## config.mk

```make
export PLATFORM = sky130hd
export DESIGN_NAME = utf8_byte_stream_decoder_unit
export DESIGN_NICKNAME = d
export VERILOG_FILES = /design/src/hw/rtl/utf8d_pkg.sv /design/src/hw/rtl/utf8_byte_stream_decoder_unit.sv /design/src/hw/rtl/utf8d_dec.sv /design/src/hw/rtl/utf8d_out.sv
export SDC_FILE = /design/constraint.sdc
export NUM_CORES = 1
export LEC_CHECK = 0
export BUFFER_PORTS_ARGS = -buffer_cell sky130_fd_sc_hd__buf_2
export CAP_MARGIN = 25
export CORE_UTILIZATION = 60
export CTS_BUF_LIST = sky130_fd_sc_hd__clkbuf_8
export CTS_CLUSTER_SIZE = 24
export DETAILED_ROUTE_END_ITERATION = 10
export PLACE_DENSITY_LB_ADDON = 0.1
export RECOVER_POWER = 25
export SYNTH_ARGS = -nofsm -noshare
export SYNTH_HDL_FRONTEND = slang
export SYNTH_SLANG_ARGS = --single-unit
export TNS_END_PERCENT = 30
```

## constraint.sdc

```tcl
create_clock -name clk -period 3.6 [get_ports clk]
set_input_delay 0.72 -clock clk [delete_from_list [all_inputs] [get_ports clk]]
set_output_delay 0.72 -clock clk [all_outputs]
set_load 0.05 [all_outputs]
```

## src/hw/rtl/utf8d_pkg.sv

```systemverilog
// ----------------------------------------------------------------------------
// utf8d_pkg
// shared types and constants of the utf-8 byte stream decoder
// ----------------------------------------------------------------------------
package utf8d_pkg;

  localparam int unsigned BYTE_W     = 8;
  localparam int unsigned CP_W       = 21;
  localparam int unsigned USED_W     = 3;
  localparam int unsigned MAX_RESULT = 4;
  localparam int unsigned SLOT_W     = $clog2(MAX_RESULT);
  localparam int unsigned COUNT_W    = $clog2(MAX_RESULT + 1);
  localparam int unsigned TAIL_W     = 6;
  localparam int unsigned TAIL_DEPTH = 2;
  localparam int unsigned OUT_DATA_W = 24;

  // byte classes by top bits
  localparam logic [1:0] CONT_TAG  = 2'b10;
  localparam logic [2:0] LEAD2_TAG = 3'b110;
  localparam logic [3:0] LEAD3_TAG = 4'b1110;
  localparam logic [4:0] LEAD4_TAG = 5'b11110;

  // continuation bytes needed after a lead byte
  localparam logic [1:0] NEED_NONE = 2'd0;
  localparam logic [1:0] NEED_ONE  = 2'd1;
  localparam logic [1:0] NEED_TWO  = 2'd2;
  localparam logic [1:0] NEED_THREE = 2'd3;

  localparam logic [USED_W-1:0] USED_SINGLE = 3'd1;

  // results caused by one input byte, slot 0 goes out first
  typedef struct packed {
    logic [COUNT_W-1:0]                count;
    logic [MAX_RESULT-1:0][CP_W-1:0]   cp;
    logic [MAX_RESULT-1:0][USED_W-1:0] used;
  } utf8d_batch_t;

endpackage

```

## src/hw/rtl/utf8_byte_stream_decoder_unit.sv

```systemverilog
// ----------------------------------------------------------------------------
// utf8_byte_stream_decoder_unit
// utf-8 byte stream to code point decoder
// ----------------------------------------------------------------------------
// input channel s_*: one text byte per request in s_tdata[7:0].
// output channel m_*: one result per request, code point in m_tdata[20:0],
// bytes accounted for in m_tdata[23:21]; m_tlast marks the last result
// caused by one input byte.
// a byte is held in an input register, decoded in one pass and its results
// (zero to four) land in the result buffer as soon as it is free, so the
// first result is valid once both the input register and the buffer have
// been written.
// one byte per cycle is taken while no byte yields more than one result and
// m_tready is high. a broken sequence yields up to four results, sent one
// per cycle while m_tready is high; input is held off until they drain.
// lead and continuation bytes of an open sequence give no result until the
// sequence completes.
// when the receiver stalls, the buffer holds its results and one more byte
// waits in the input register before s_tready drops.
// reset (synchronous, active high) empties both stages and closes any open
// sequence.
// ----------------------------------------------------------------------------
module utf8_byte_stream_decoder_unit
  import utf8d_pkg::*;
(
  input  logic                  clk,
  input  logic                  rst,
  input  logic                  s_tvalid,
  output logic                  s_tready,
  input  logic [BYTE_W-1:0]     s_tdata,   // [7:0] text_byte
  output logic                  m_tvalid,
  input  logic                  m_tready,
  output logic [OUT_DATA_W-1:0] m_tdata,   // [20:0] code_point, [23:21] bytes_used
  output logic                  m_tlast    // last_of_run
);

  logic              in_full;
  logic [BYTE_W-1:0] in_byte;
  logic              free;
  logic              move;
  utf8d_batch_t      batch;

  assign move     = in_full && free;
  assign s_tready = !in_full || free;

  always_ff @(posedge clk) begin
    if (rst) begin
      in_full <= 1'b0;
    end else if (s_tready) begin
      in_full <= s_tvalid;
    end
  end

  always_ff @(posedge clk) begin
    if (s_tvalid && s_tready) begin
      in_byte <= s_tdata;
    end
  end

  utf8d_dec u_dec (
    .clk       (clk),
    .rst       (rst),
    .step      (move),
    .text_byte (in_byte),
    .batch     (batch)
  );

  utf8d_out u_out (
    .clk      (clk),
    .rst      (rst),
    .load     (move),
    .batch    (batch),
    .free     (free),
    .m_tvalid (m_tvalid),
    .m_tready (m_tready),
    .m_tdata  (m_tdata),
    .m_tlast  (m_tlast)
  );

endmodule

```

## src/hw/rtl/utf8d_dec.sv

```systemverilog
// ----------------------------------------------------------------------------
// utf8d_dec
// sequence state and combinational decode of one byte into a result batch
// ----------------------------------------------------------------------------
module utf8d_dec
  import utf8d_pkg::*;
(
  input  logic              clk,
  input  logic              rst,
  input  logic              step,
  input  logic [BYTE_W-1:0] text_byte,
  output utf8d_batch_t      batch
);

  logic [BYTE_W-1:0] lead_byte, lead_byte_next;
  logic [TAIL_DEPTH-1:0][TAIL_W-1:0] tail_bytes;
  logic [1:0]        bytes_expected, bytes_expected_next;
  logic [1:0]        bytes_seen, bytes_seen_next;
  logic [CP_W-1:0]   partial_value, partial_value_next;

  logic              tail_we;
  logic [CP_W-1:0]   shifted;
  logic              is_cont;
  logic              broken;
  logic              pass;
  logic [COUNT_W-1:0] n_broken;

  assign is_cont = (text_byte[7:6] == CONT_TAG);
  assign broken  = (bytes_expected != NEED_NONE) && !is_cont;
  assign shifted = {partial_value[CP_W-7:0], text_byte[TAIL_W-1:0]};

  always_comb begin
    lead_byte_next      = lead_byte;
    bytes_expected_next = bytes_expected;
    bytes_seen_next     = bytes_seen;
    partial_value_next  = partial_value;
    tail_we             = 1'b0;
    pass                = 1'b0;
    n_broken            = '0;
    batch.count         = '0;
    for (int i = 0; i < MAX_RESULT; i++) begin
      batch.cp[i]   = '0;
      batch.used[i] = USED_SINGLE;
    end

    if ((bytes_expected != NEED_NONE) && is_cont) begin
      if ({1'b0, bytes_seen} + 3'd1 >= {1'b0, bytes_expected}) begin
        batch.count         = COUNT_W'(1);
        batch.cp[0]         = shifted;
        batch.used[0]       = {1'b0, bytes_expected} + 3'd1;
        bytes_expected_next = NEED_NONE;
        bytes_seen_next     = '0;
        partial_value_next  = '0;
      end else begin
        tail_we            = 1'b1;
        bytes_seen_next    = bytes_seen + 2'd1;
        partial_value_next = shifted;
      end
    end else begin
      if (broken) begin
        // replay lead byte and buffered continuation bytes
        n_broken            = COUNT_W'(1) + COUNT_W'(bytes_seen);
        batch.cp[0]         = CP_W'(lead_byte);
        batch.cp[1]         = CP_W'({CONT_TAG, tail_bytes[0]});
        batch.cp[2]         = CP_W'({CONT_TAG, tail_bytes[1]});
        bytes_expected_next = NEED_NONE;
        bytes_seen_next     = '0;
        partial_value_next  = '0;
      end
      if (text_byte[7:5] == LEAD2_TAG) begin
        lead_byte_next      = text_byte;
        partial_value_next  = CP_W'(text_byte[4:0]);
        bytes_expected_next = NEED_ONE;
      end else if (text_byte[7:4] == LEAD3_TAG) begin
        lead_byte_next      = text_byte;
        partial_value_next  = CP_W'(text_byte[3:0]);
        bytes_expected_next = NEED_TWO;
      end else if (text_byte[7:3] == LEAD4_TAG) begin
        lead_byte_next      = text_byte;
        partial_value_next  = CP_W'(text_byte[2:0]);
        bytes_expected_next = NEED_THREE;
      end else begin
        // ascii, stray continuation and invalid lead bytes
        pass = 1'b1;
      end
      if (pass) begin
        batch.cp[n_broken[SLOT_W-1:0]] = CP_W'(text_byte);
      end
      batch.count = n_broken + COUNT_W'(pass);
    end
  end

  always_ff @(posedge clk) begin
    if (rst) begin
      lead_byte      <= '0;
      bytes_expected <= NEED_NONE;
      bytes_seen     <= '0;
      partial_value  <= '0;
    end else if (step) begin
      lead_byte      <= lead_byte_next;
      bytes_expected <= bytes_expected_next;
      bytes_seen     <= bytes_seen_next;
      partial_value  <= partial_value_next;
    end
  end

  always_ff @(posedge clk) begin
    if (step && tail_we) begin
      tail_bytes[bytes_seen[0]] <= text_byte[TAIL_W-1:0];
    end
  end

`ifndef SYNTHESIS
  a_idle_no_seen: assert property (@(posedge clk) disable iff (rst)
    (bytes_expected == NEED_NONE) |-> (bytes_seen == 2'd0))
    else $error("continuation count set with no open sequence");

  a_seen_below_need: assert property (@(posedge clk) disable iff (rst)
    (bytes_expected != NEED_NONE) |-> (bytes_seen < bytes_expected))
    else $error("continuation count reached sequence length");

  a_lead_opens: assert property (@(posedge clk) disable iff (rst)
    step && (batch.count == '0) |=> (bytes_expected != NEED_NONE))
    else $error("byte without result left no sequence open");
`endif

endmodule

```

## src/hw/rtl/utf8d_out.sv

```systemverilog
// ----------------------------------------------------------------------------
// utf8d_out
// result buffer, sends one batch out one result per cycle unless stalled
// ----------------------------------------------------------------------------
module utf8d_out
  import utf8d_pkg::*;
(
  input  logic                  clk,
  input  logic                  rst,
  input  logic                  load,
  input  utf8d_batch_t          batch,
  output logic                  free,
  output logic                  m_tvalid,
  input  logic                  m_tready,
  output logic [OUT_DATA_W-1:0] m_tdata,
  output logic                  m_tlast
);

  logic [MAX_RESULT-1:0][CP_W-1:0]   cp_buf;
  logic [MAX_RESULT-1:0][USED_W-1:0] used_buf;
  logic [COUNT_W-1:0]                remain;
  logic [SLOT_W-1:0]                 pos;
  logic                              take;

  assign m_tvalid = (remain != '0);
  assign m_tlast  = (remain == COUNT_W'(1));
  assign take     = m_tvalid && m_tready;
  assign free     = (remain == '0) || (m_tlast && m_tready);
  assign m_tdata  = {used_buf[pos], cp_buf[pos]};

  always_ff @(posedge clk) begin
    if (rst) begin
      remain <= '0;
      pos    <= '0;
    end else if (load && free) begin
      remain <= batch.count;
      pos    <= '0;
    end else if (take) begin
      remain <= remain - COUNT_W'(1);
      pos    <= pos + SLOT_W'(1);
    end
  end

  always_ff @(posedge clk) begin
    if (load && free) begin
      cp_buf   <= batch.cp;
      used_buf <= batch.used;
    end
  end

`ifndef SYNTHESIS
  a_remain_range: assert property (@(posedge clk) disable iff (rst)
    remain <= COUNT_W'(MAX_RESULT))
    else $error("result count out of range");

  a_load_count: assert property (@(posedge clk) disable iff (rst)
    load && free |=> (remain == $past(batch.count)) && (pos == '0))
    else $error("batch not loaded as requested");

  a_hold_stalled: assert property (@(posedge clk) disable iff (rst)
    m_tvalid && !m_tready |=> m_tvalid && $stable(m_tdata) && $stable(m_tlast))
    else $error("result changed while the receiver stalled");
`endif

endmodule

```

Yosys cells after proc, flatten, opt, wreduce, memory -nomap -nowiden
Cells that the tools add are included.

Register bits: 140. Bits of input ports: 12. Output and inout bits: 27. Word-level logic and storage cells: 107.

$add $sub $neg: 6. Magnitude comparators: 6. Eq/ne operators: 6. Muxes and demuxes: 44. Bitwise logic cells: 2. Reductions and logical operators: 28.

Operators by type and width (number): $mux W63 (2); $mux W15 (6); $bwmux W84 (1); $mux W21 (4); $mux W50 (1); $bmux W21 S2 (1); $demux W21 S2 (1); $mux W8 (3); $mux W3 (6); $mux W2 (8); $bwmux W12 (1); $logic_and A1 B1 Y1 (10); $mux W1 (7); $add A2 B1 Y3 const B (2); $bmux W3 S2 (1); $demux W6 S1 (1); $lt A2 B3 Y1 const B (2); $mux W6 (1); $reduce_and A2 Y1 (3); $reduce_and A3 Y1 (2); $reduce_bool A2 Y1 (3); $reduce_bool A3 Y1 (2); $eq A5 B5 Y1 const B (1); $reduce_bool A5 Y1 (1); 17 further kinds (22).

Logic depth before layout (Yosys ltp)
Gate-level depths: netlist of the first run.

Word-level depth: 12. Gate-level depth with buffers: 10. Mapped depth without buffers: 9.

Modules after synthesis
From an unflattened synthesis of the first run, not the netlist that was laid out.

Cell total of the unflattened synthesis: 456. Area, all modules: 6628.9 sq um.

By module, submodules not included: utf8d_out (instances 1, cells each 161, area an instance 3793.6 sq um, seq. area each 2982.9 sq um); utf8d_dec (instances 1, cells each 281, area an instance 2532.4 sq um, seq. area each 900.9 sq um); utf8_byte_stream_decoder_unit (instances 1, cells each 14, area an instance 302.8 sq um, seq. area each 260.2 sq um).

Worst setup path before layout of the first run
No wires, ideal clock.

Path type: input -> register. Start: input m_tready. End: register u_dec.tail_bytes[0] in the netlist's numbering, enable pin. Setup time: 0.350 ns. Data arrival time: 2.422 ns. Required time: 3.250 ns. Path slack: 0.828 ns. Cell stages on the path: 7. Buffers on the path: 2. Cell sequence: a21oi_1 > or2_1 > buf_2 > inv_1 > buf_2 > nand2_1 > nor2_1.

Longest elaborated chain between the ends: 4.

Ends and longest elaborated chain: start: declaration (RTL line utf8_byte_stream_decoder_unit.sv:32) `input logic m_tready,`; $logic_and A1 B1 Y1 (RTL line utf8d_out.sv:28) `assign free = (remain == '0) || (m_tlast && m_tready);`; $logic_or A1 B1 Y1 (RTL line utf8d_out.sv:28); $logic_and A1 B1 Y1 (RTL line utf8_byte_stream_decoder_unit.sv:43) `assign move = in_full && free;`; $logic_and A1 B1 Y1 (RTL line utf8d_dec.sv:108) `if (step && tail_we) begin`; end signal: indexed assignment (RTL line utf8d_dec.sv:109) `tail_bytes[bytes_seen[0]] <= text_byte[TAIL_W-1:0];`; end: declaration (RTL line utf8d_dec.sv:16) `logic [TAIL_DEPTH-1:0][TAIL_W-1:0] tail_bytes;`.

No other way between the ends. A chain may end at the register's enable or synchronous reset.

Worst setup path in the final report of the first run
Start: register in_byte[6]. End: register u_dec.lead_byte[2].

Longest elaborated chain between the ends: 4. Elaborated cells between the ends (all ways): 10. Classes of those cells: eq/ne: 4; mux: 2; bitwise: 1; reduce/logical: 3.

Ends and longest elaborated chain: start: declaration (RTL line utf8_byte_stream_decoder_unit.sv:38) `logic [BYTE_W-1:0] in_byte;`; start signal: assignment (RTL line utf8_byte_stream_decoder_unit.sv:56) `in_byte <= s_tdata;`; branches (longest 4 deep; another with $eq A5 B5 Y1); end signal: assignment (RTL line utf8d_dec.sv:100) `lead_byte <= lead_byte_next;`; end: declaration (RTL line utf8d_dec.sv:15) `logic [BYTE_W-1:0] lead_byte, lead_byte_next;`.

Several ways; the timed one is not identified.

==> summary.md, run 1 <==
| Metric | Value |
|---|---|
| Netlist area before placement | `around 0.0046 mm2` |
| Remaining number of nets flagged by the antenna check after routing | `0` |
| Post-Synthesis Mean Instance Area | `around 12 um2` |
| Final HPWL DP | `6150 um` |
| Master of the slowest instance on the critical path | `sky130_fd_sc_hd__nor4_1` |
| Fraction of layout cells with a size suffix above 1 | `between 15 and 20%` |
| Net total in the final layout | `~440` |
| Status | `finished with violations` |
| Final Max Tran Viols | `9` |
| Global route overflow | `0` |
| Hold WC Path Type | `reg2reg` |
| Antenna diode count | `0` |
| Die width | `89.7 um` |
| DRC viols | `0` |
| Wire length of the first global-routing pass | `13900 um` |
| Maximum clock frequency | `0.355 GHz` |
| Clock root buffer master | `sky130_fd_sc_hd__clkbuf_8` |
| Setup crit start kind | `flip-flop` |
| Endpoint class of the critical path | `flip-flop` |
| Via-to-Cell Ratio | `a little under 6` |
| Clock latency on the worst-skew pair | `~370 ps` |
| Crit path largest cell delay | `1450 ps` |
| Peak supply drop | `roughly 0.00054 V` |
| Number of flops mapped to enable cells by yosys | `68` |
| Type of the worst setup path | `reg2reg` |
| RePlAce Congestion | `0.913` |
| Number of placement rows | `31` |
| Number of top-level design ports | `39` |
| Count of synthesis-stage warnings from yosys | `0` |
| Number of sinks handled by clock tree synthesis | `between 100 and 150` |
| Y dimension of the die | `around 90 um` |
| Maximum Capacitance Violations | `1` |
| Vias post-DR | `just over 3000` |
| Total non-filler cell area in the finished layout | `0.00503 mm2` |
| Crit path buf inv count | `0` |
| Signed area change from the synthesized netlist to the final layout | `9.00%` |
| Period minus WS final | `approximately 2800 ps` |
| Number of buffers inserted during clock tree synthesis | `9` |
| Die ar. | `between 0.008 and 0.009 mm2` |
| WL/cell | `roughly 17 um` |
| Cells after synthesis | `about 380` |
| Worst Setup Slack, final | `between 700 and 800 ps` |
| Required time of the worst setup path | `approximately 3800 ps` |
| Post-synth top area cell | `sky130_fd_sc_hd__edfxtp_1` |
| Flip-flop cell with the highest count after synthesis | `sky130_fd_sc_hd__edfxtp_1` |
| Clock transition time at the flip-flop clock pins of the worst setup and hold paths | `approximately 80 ps` |
| Setup TNS | `0 ps` |
| Number of buffers inserted to repair setup after CTS | `0` |
| Series of cell instances along the critical path | `nand2_1, nor4_1, mux2i_1, nor2_1` |
| Violations in the final reports | `max-capacitance violations, max-slew violations` |
| H-tree depth | `3` |
| Unrepaired setup endpoints after global routing | `no` |
| Synth async-reset ratio | `0%` |
| Hold_buf cts | `0` |
| Number of gates given a new drive strength after cts | `0` |
| Pin count of the biggest net entering global routing | `40` |
| Initial antenna violation count | `0` |
| Global routing usage summed across all routing layers | `approximately a quarter` |
| Maximum number of buffers from clock root to sink | `2` |
| Max Clock Skew | `about 8.6 ps` |
| Number of nets in the synthesized netlist | `between 400 and 500` |
| Final Hold Vio Count | `0` |
| Most common library cell in the layout ignoring fill and taps | `sky130_fd_sc_hd__edfxtp_1` |
| Arrival time worst endpoint | `about 3100 ps` |
| Finish-stage setup viols | `0` |
| Vias in the first global route | `roughly 2700` |
| Setup WS pre-CTS | `just under 800 ps` |
| Share of the synthesized area in the top cell type | `44.3%` |
| Area contributors post-synth | `sky130_fd_sc_hd__edfxtp_1 44%, sky130_fd_sc_hd__dfxtp_1 14%, sky130_fd_sc_hd__and2_1 5.2%, sky130_fd_sc_hd__mux2i_1 4.1%, sky130_fd_sc_hd__mux4_2 3.9%` |
| PwrDens | `roughly 620 mW/mm2` |
| Flip-flop and latch count after synthesis | `just over 100` |
| Static leakage | `roughly 1.9 nW` |
| Std-Cell Core Area | `approximately 0.0073 mm2` |
| Clock tree from TritonCTS | `done` |
| Highest net fanout along the worst path | `13` |
| Placed cell areas | `0.00487 mm2` |
| Most used cells in the layout excluding fill and tap cells | `68 x sky130_fd_sc_hd__edfxtp_1, 37 x sky130_fd_sc_hd__and2_1, 37 x sky130_fd_sc_hd__buf_2, 33 x sky130_fd_sc_hd__dfxtp_1, 23 x sky130_fd_sc_hd__nor2_1` |
| Final routed wirelength across all metal layers | `8870 um` |
| Initial standard-cell utilization of the core | `between 60% and 70%` |
| Detailed-router iteration count before antenna repair | `5` |
| Share of the cycle needed by the critical path after routing | `around four fifths` |
| Slew HR | `-19.7%` |
| Seq/Total Area, Yosys | `between 50 and 60%` |
| DR iter-0 viols | `between 200 and 250` |
| Top cell family by delay on the critical path | `simple AND/OR/NAND/NOR gates` |
| Count of cell types in the netlist | `52` |
| Final-layout fill cell count | `between 500 and 600` |
| Port Buffers | `38` |
| Actual transition at the worst max-transition pin | `between 1500 and 2000 ps` |
-- stage by stage --
step	std cells	hold WS (ps)	total power (W)	utilization [%]
global route	520	487	0.00325	68.6
detailed placement	504	458	0.00246	66.5
CTS	520	471	0.00313	69.0
floorplan	383	432	0.00226	-
global placement	504	454	0.00245	66.5
finish	520	468	0.00310	68.6
-- metal layers --
metal	track usage, %	up-vias	part of all wire [%]
met5	0	-	0
met4	8.37	0	1.2
met3	5.94	9	5.8
met2	35.3	112	46
met1	35.4	1437	47
li1	-	1458	-
-- state kept, by name, indices dropped and copies added (netlist names) --
| register | count |
|---|---|
| u_dec.tail_bytes | 12 |
| in_full | 1 |
| in_byte | 8 |
| u_dec.bytes_seen | 2 |
| u_out.pos | 2 |
| u_out.remain | 3 |
| u_out.used_buf | 3 |
| u_dec.bytes_expected | 2 |
| u_dec.partial_value | 15 |
| u_dec.lead_byte | 8 |
| u_out.cp_buf | 45 |
-- cell families (layout without fill, tap and decap cells) --
family	Yosys count	count (layout)	synth area share, %
muxes	29	29	8.51
AOI/OAI and AO/OA	63	63	9.41
adders and majority gates	10	10	2.87
DFF	101	101	58.6
buffers and inverters	40	78	3.69
and+or+nand+nor	138	138	16.6
xor gates and xnor gates	2	2	0.380
-- Yosys cell counts, drive strengths merged (3+ instances only) --
cell type,n
edfxtp,68
and2,38
dfxtp,33
nor2,24
nand2,22
mux2i,19
a21oi,17
inv,17
nand3,15
o21ai,15
clkbuf,13
buf,10
ha,9
mux4,8
nand2b,8
a22o,6
nor2b,6
nor3,6
o32ai,5
and3,4
nor4,4
a211oi,3
o211ai,3
o21a,3
-- area by class of cell --
class / count / area [um2] / share of cell area, %
Timing Repair Buffer: 45 / 234 / 4.65
Sequential cell: 101 / 2700 / 53.7
Inverter: 17 / 63.8 / 1.27
Tap cell: 99 / 124 / 2.46
Clock buffer: 9 / 124 / 2.46
Clock inverter: 7 / 61.3 / 1.22
Multi-Input combinational cell: 242 / 1720 / 34.2
-- final timing paths --
check,slack (ps),depth (start not counted),end,startpoint
worst min register to register,470,2,u_dec.partial_value[10]$_SDFFE_PP0P_,u_dec.partial_value[4]$_SDFFE_PP0P_
worst max-delay path,780,4,u_dec.lead_byte[2]$_SDFFE_PP0P_,in_byte[6]$_DFFE_PP_
worst max register to register,780,4,u_dec.lead_byte[2]$_SDFFE_PP0P_,in_byte[6]$_DFFE_PP_
worst min-delay path,470,2,u_dec.partial_value[10]$_SDFFE_PP0P_,u_dec.partial_value[4]$_SDFFE_PP0P_
-- worst min-delay path: stages (launching register included) --
cell and delay, ps:
sky130_fd_sc_hd__dfxtp_1 320, sky130_fd_sc_hd__nand3_1 60, sky130_fd_sc_hd__a21oi_1 50
-- where the power goes --
part	switching, W	leakage, nW	internal (W)
registers	0.0000957	0.905	0.00139
clock network	0.000366	0.105	0.000314
logic	0.000672	0.869	0.000267
total	0.00113	1.88	0.00197
(Power assumes the default switching activity.)
==> run 2, diff against run 1 <==
--- a/config.mk
+++ b/config.mk
@@ -7,7 +7,7 @@
 export LEC_CHECK = 0
 export BUFFER_PORTS_ARGS = -buffer_cell sky130_fd_sc_hd__buf_2
 export CAP_MARGIN = 25
-export CORE_UTILIZATION = 60
+export CORE_UTILIZATION = 56
 export CTS_BUF_LIST = sky130_fd_sc_hd__clkbuf_8
 export CTS_CLUSTER_SIZE = 24
 export DETAILED_ROUTE_END_ITERATION = 10
==> constraint.sdc (replaced) <==
create_clock -name clk -period 2.55 [get_ports clk]
set_input_delay 0.51 -clock clk [delete_from_list [all_inputs] [get_ports clk]]
set_output_delay 0.51 -clock clk [all_outputs]
set_load 0.05 [all_outputs]
==> summary.md, run 2 (synthesis gave the netlist of run 1 again) <==
| Metric | Value |
|---|---|
| Status | `finished clean` |
| Combinational cell fraction of total power | `just over 30%` |
| Period minus WS final | `2360 ps` |
| Number of top-level design ports | `39` |
| Peak supply drop | `0.000462 V` |
| Relative contribution of sequential cells to total power | `46.4%` |
| Signed area change from the synthesized netlist to the final layout | `11.7%` |
| Final Max Tran Viols | `0` |
| Share of total power consumed by net switching | `between 30% and 40%` |
| PwrDens | `865 mW/mm2` |
| RePlAce Congestion | `0.959` |
| Reported net switching power | `roughly 0.0016 W` |
| Antenna diode count | `0` |
| H-tree depth | `3` |
| Max Clock Skew | `13.1 ps` |
| Number of buffers inserted during clock tree synthesis | `9` |
| Hold WC Path Type | `in2reg` |
| Crit path largest cell delay | `about 730 ps` |
| Highest net fanout along the worst path | `8` |
| Global routing usage summed across all routing layers | `between 20% and 30%` |
| WHS Path Cells | `1` |
| Maximum number of buffers from clock root to sink | `2` |
| Setup crit start kind | `flip-flop` |
| Most common library cell in the layout ignoring fill and taps | `sky130_fd_sc_hd__edfxtp_1` |
| Number of placement rows | `32` |
| Final routed wirelength across all metal layers | `~8900 um` |
| Detailed-router iteration count before antenna repair | `5` |
| Number of sinks handled by clock tree synthesis | `101` |
| Worst setup slack for register-to-register paths | `approximately 190 ps` |
| Clock transition time at the flip-flop clock pins of the worst setup and hold paths | `~100 ps` |
| Series of cell instances along the critical path | `inv_1, ha_1, or2_2, or4_1, o21a_1` |
| Overall power after layout | `0.00446 W` |
| Die width | `between 90 and 100 um` |
| Arrival time worst endpoint | `roughly 2500 ps` |
| Slew HR | `between 30% and 40%` |
| Final-layout worst hold slack | `~320 ps` |
| Worst r2r path cells | `5` |
| Die ar. | `between 0.008 and 0.009 mm2` |
| Wire length of the first global-routing pass | `about 15000 um` |
| Vias in the first global route | `2800` |
| Vias post-DR | `~3000` |
| Actual transition at the worst max-transition pin | `between 1000 and 1500 ps` |
| Clock root buffer master | `sky130_fd_sc_hd__clkbuf_8` |
| Pin count of the biggest net entering global routing | `40` |
| Maximum Capacitance Violations | `0` |
| Y dimension of the die | `~90 um` |
| Fraction of layout cells with a size suffix above 1 | `roughly a fifth` |
| Required time of the worst setup path | `2670 ps` |
| Std-Cell Core Area | `between 0.007 and 0.008 mm2` |
| Net total in the final layout | `~450` |
| Initial antenna violation count | `0` |
| Largest register by flop count | `u_out.cp_buf` |
| Hold_buf cts | `0` |
| Master of the slowest instance on the critical path | `sky130_fd_sc_hd__or4_1` |
| Static leakage | `slightly below 2 nW` |
| Flip-flop count of the largest register after layout | `45` |
| Most used cells in the layout excluding fill and tap cells | `68 x sky130_fd_sc_hd__edfxtp_1, 38 x sky130_fd_sc_hd__and2_1, 38 x sky130_fd_sc_hd__buf_2, 32 x sky130_fd_sc_hd__dfxtp_1` |
| WL/cell | `~17 um` |
| Initial standard-cell utilization of the core | `58.8%` |
| Final Hold Vio Count | `0` |
| Setup TNS | `0 ps` |
| DR iter-0 viols | `248` |
| Final HPWL DP | `6220 um` |
| Global route overflow | `0` |
| Internal power component | `0.00282 W` |
| Clk network pwr share | `between 20 and 25%` |
| Maximum clock frequency | `approximately 0.42 GHz` |
| Share of the cycle needed by the critical path after routing | `92.4%` |
| Clock tree from TritonCTS | `done` |
| Port Buffers | `38` |
| Number of buffers inserted to repair setup after CTS | `0` |
| Unrepaired setup endpoints after global routing | `no` |
| Endpoint class of the critical path | `flip-flop` |
| Remaining number of nets flagged by the antenna check after routing | `0` |
| Clock latency on the worst-skew pair | `around 360 ps` |
| Type of the worst setup path | `reg2reg` |
| Finish-stage setup viols | `0` |
| DRC viols | `0` |
| Via-to-Cell Ratio | `roughly 5.7` |
==> run 2: per-stage QoR <==
stage               cell area [um2]  utilization [%]  std cells  setup WS (ps)
finish                         5150             65.7        536            194
global route                   5150             65.7        536            101
CTS                            5180             66.0        536           27.7
detailed placement             4980             63.4        520            214
global placement               4980             63.4        520            272
floorplan                      4620                -        383            172
==> run 2: layout make-up <==
cell class | count | area (um2)
Fill cell | 638 | 2700
Inverter | 17 | 63.8
Clock buffer | 9 | 124
Multi-Input combinational cell | 242 | 1740
Timing Repair Buffer | 58 | 323
Clock inverter | 7 | 75.1
Tap cell | 102 | 128
Sequential cell | 101 | 2700
==> run 2: per-layer routing <==
layer / share of wire, % / global-route usage [%] / vias to the layer above / wire length, um
li1: - / - / 1479 / -
met1: 48 / 32.8 / 1486 / 4280
met2: 44 / 33.2 / 98 / 3950
met3: 5.8 / 4.84 / 13 / 520
met4: 1.9 / 7.56 / 0 / 165
met5: 0 / 0 / - / 0
==> run 2: what timing repair did <==
action                                  in CTS  in global routing
resized for setup                            1                  1
endpoints found under the setup margin      23                 15
pin swaps                                    0                  0
==> run 2: worst paths after layout <==
check	startpoint	end
setup / recovery	u_dec.bytes_expected[0]$_SDFFE_PP0P_	u_out.cp_buf[28]$_SDFFCE_PP0P_
hold / removal	s_tdata[7]	in_byte[7]$_DFFE_PP_
setup reg to reg	u_dec.bytes_expected[0]$_SDFFE_PP0P_	u_out.cp_buf[28]$_SDFFCE_PP0P_
hold reg to reg	u_dec.partial_value[4]$_SDFFE_PP0P_	u_dec.partial_value[10]$_SDFFE_PP0P_
==> run 2: power by group through the flow <==
stage,clock (W),combinational [W],sequential [W]
after global placement,0,0.00139,0.00210
final,0.00101,0.00138,0.00207
after detailed placement,0,0.00140,0.00211
after global routing,0.00108,0.00148,0.00210
after floorplan,0,0.00114,0.00205
after CTS,0.00102,0.00141,0.00207
==> run 2: critical path, delay by kind of cell, from the launching register on <==
family / cells / cell delay (ps)
buffers and inverters: 1 / 80
AO/OA/AOI/OAI: 1 / 260
flip-flops: 1 / 410
adder cells (fa/ha/maj): 1 / 280
AND/OR/NAND/NOR: 2 / 1090
==> run 3, diff against run 2 <==
--- a/config.mk
+++ b/config.mk
@@ -7,7 +7,7 @@
 export LEC_CHECK = 0
 export BUFFER_PORTS_ARGS = -buffer_cell sky130_fd_sc_hd__buf_2
 export CAP_MARGIN = 25
-export CORE_UTILIZATION = 56
+export CORE_UTILIZATION = 50
 export CTS_BUF_LIST = sky130_fd_sc_hd__clkbuf_8
 export CTS_CLUSTER_SIZE = 24
 export DETAILED_ROUTE_END_ITERATION = 10
==> summary.md, run 3 (synthesis gave the netlist of run 1 again) <==
| Metric | Value |
|---|---|
| Status | `finished with violations` |
| Violations in the final reports | `design-rule violations` |
| Final routed wirelength across all metal layers | `9620 um` |
| Peak supply drop | `between 0.0004 and 0.0005 V` |
| Share of the cycle needed by the critical path after routing | `between 90% and 100%` |
| Reg2reg end | `u_dec.partial_value[0]$_SDFFE_PP0P_` |
| Internal power component | `around 0.0028 W` |
| Highest net fanout along the worst path | `15` |
| Unrepaired setup endpoints after global routing | `no` |
| Slew HR | `a little under a third` |
| Port Buffers | `38` |
| Actual transition at the worst max-transition pin | `between 1000 and 1500 ps` |
| Placed cell areas | `0.00498 mm2` |
| Die ar. | `a little under 0.01 mm2` |
| Number of sinks handled by clock tree synthesis | `approximately 100` |
| Total non-filler cell area in the finished layout | `around 0.0052 mm2` |
| Met2 Usage GRT | `32.6%` |
| Hold_sp | `s_tdata[1]` |
| WL/cell | `about 18 um` |
| Number of gates given a new drive strength after cts | `2` |
| Pin count of the biggest net entering global routing | `49` |
| Final HPWL DP | `~6700 um` |
| Maximum number of buffers from clock root to sink | `2` |
| Final-layout worst hold slack | `between 300 and 400 ps` |
| Share of total power consumed by net switching | `37.0%` |
| Wire length of the first global-routing pass | `approximately 15000 um` |
| Clock transition time at the flip-flop clock pins of the worst setup and hold paths | `100 ps` |
| Via-to-Cell Ratio | `about 5.6` |
| Clock root buffer master | `sky130_fd_sc_hd__clkbuf_8` |
| Clock tree from TritonCTS | `done` |
| Most common library cell in the layout ignoring fill and taps | `sky130_fd_sc_hd__edfxtp_1` |
| Largest register by flop count | `u_out.cp_buf` |
| Antenna diode count | `0` |
| Reported net switching power | `roughly 0.0017 W` |
| Finish-stage setup viols | `0` |
| Setup crit start kind | `flip-flop` |
| Final Max Tran Viols | `0` |
| Vias in the first global route | `~2900` |
| PwrDens | `approximately 870 mW/mm2` |
| Flip-flop count of the largest register after layout | `45` |
| Global routing usage summed across all routing layers | `around a fifth` |
| Number of placement rows | `34` |
| Hold Path Sink | `in_byte[1]$_DFFE_PP_` |
| Number of buffers inserted to repair setup after CTS | `0` |
| Period minus WS final | `2350 ps` |
| Busiest layer in global routing | `met2` |
| Remaining number of nets flagged by the antenna check after routing | `0` |
| WHS Path Cells | `1` |
| Arrival time worst endpoint | `roughly 2600 ps` |
| Overall power after layout | `about 0.0045 W` |
| RePlAce Congestion | `around 0.87` |
| Hold_buf cts | `0` |
| Series of cell instances along the critical path | `inv_1, ha_1, or3b_1, a211oi_4, buf_4, o211ai_2, o32ai_1` |
| Maximum clock frequency | `about 0.42 GHz` |
| Vias post-DR | `3045` |
| Met1 Resource Use GR | `30.5%` |
| Clk network pwr share | `a little under a quarter` |
| DR iter-0 viols | `~210` |
| Std-Cell Core Area | `around 0.009 mm2` |
| Worst Setup Slack, final | `196 ps` |
| DRC viols | `2` |
| Clock latency on the worst-skew pair | `360 ps` |
| Die width | `between 90 and 100 um` |
| Static leakage | `about 1.9 nW` |
| Detailed-router iteration count before antenna repair | `9` |
| Master of the slowest instance on the critical path | `sky130_fd_sc_hd__or3b_1` |
| Setup WS pre-CTS | `254 ps` |
| Met3 GRT Util | `4.08%` |
| Net total in the final layout | `approximately 450` |
| Setup TNS | `0 ps` |
| Worst setup slack for register-to-register paths | `just under 200 ps` |
| Worst r2r path cells | `7` |
| Endpoint class of the critical path | `flip-flop` |
| Combinational cell fraction of total power | `31.1%` |
| Initial antenna violation count | `0` |
| Crit path largest cell delay | `approximately 490 ps` |
| Y dimension of the die | `around 98 um` |
| Global route overflow | `0` |
| Type of the worst setup path | `reg2reg` |
| Startpoint of the worst-slack reg-to-reg timing path | `u_dec.bytes_expected[0]$_SDFFE_PP0P_` |
| Number of buffers inserted during clock tree synthesis | `9` |
| Maximum Capacitance Violations | `0` |
| Max Clock Skew | `15.1 ps` |
| Fraction of layout cells with a size suffix above 1 | `roughly a fifth` |
| Relative contribution of sequential cells to total power | `between 40% and 50%` |
| Number of top-level design ports | `39` |
| Most used cells in the layout excluding fill and tap cells | `68 x sky130_fd_sc_hd__edfxtp_1, 38 x sky130_fd_sc_hd__and2_1, 38 x sky130_fd_sc_hd__buf_2, 32 x sky130_fd_sc_hd__dfxtp_1` |
| Hold WC Path Type | `in2reg` |
| Initial standard-cell utilization of the core | `52.1%` |
| Required time of the worst setup path | `2810 ps` |
| Signed area change from the synthesized netlist to the final layout | `11.7%` |
| Final Hold Vio Count | `0` |
| H-tree depth | `3` |
run 3: changes by cell type in the layout (fill, tap and decap cells not counted):
cell / previous run / this run
sky130_fd_sc_hd__buf_4: 15 / 12
sky130_fd_sc_hd__clkinv_1: 0 / 2
sky130_fd_sc_hd__inv_1: 19 / 17
sky130_fd_sc_hd__buf_12: 0 / 1
sky130_fd_sc_hd__clkinv_4: 2 / 1
sky130_fd_sc_hd__clkinvlp_4: 0 / 1
run 3: metrics by stage:
stage                     util, %  std cells
after floorplan                 -        383
after CTS                    58.6        540
final                        58.3        540
after global routing         58.3        540
after detailed placement     56.3        524
after global placement       56.3        524
run 3: worst max-delay path, delay by kind of cell, from the launching register on:
family	cells	cell delay [ps]
buffers and inverters	2	370
AND/OR/NAND/NOR	1	490
adder cells (fa/ha/maj)	1	230
AO/OA/AOI/OAI	3	770
flip-flops	1	400
run 3: routing by layer:
layer	part of all wire, %	wire length [um]	vias up
li1	-	-	1478
met2	47	4520	87
met3	4.6	446	4
met1	48	4610	1476
met5	0	0	-
met4	0.45	43	0
run 3: layout make-up:
| class | count | area, um2 |
|---|---|---|
| timing repair buffer | 56 | 320 |
| clock buffer | 9 | 124 |
| sequential | 101 | 2700 |
| inverter | 17 | 63.8 |
| fill | 777 | 3690 |
| multi-input combinational | 242 | 1740 |
| tap | 108 | 135 |
| clock inverter | 7 | 73.8 |
run 3: power groups by stage:
stage	logic (W)	clock network [W]	registers, W
after floorplan	0.00114	0	0.00205
after global placement	0.00141	0	0.00210
after detailed placement	0.00142	0	0.00211
after CTS	0.00143	0.00104	0.00207
after global routing	0.00149	0.00110	0.00210
final	0.00140	0.00102	0.00207
run 3: worst max path at each step:
stage / to / startpoint
floorplan: u_dec.tail_bytes[0]$_DFFE_PP_ / u_dec.bytes_expected[0]$_SDFFE_PP0P_
global placement: u_out.remain[1]$_SDFFE_PP0P_ / in_byte[6]$_DFFE_PP_
detailed placement: u_out.remain[1]$_SDFFE_PP0P_ / in_byte[6]$_DFFE_PP_
CTS: m_tdata[7] / u_out.pos[0]$_SDFFE_PP0P_
global route: u_dec.partial_value[1]$_SDFFE_PP0P_ / in_byte[6]$_DFFE_PP_
finish: u_dec.partial_value[0]$_SDFFE_PP0P_ / u_dec.bytes_expected[0]$_SDFFE_PP0P_
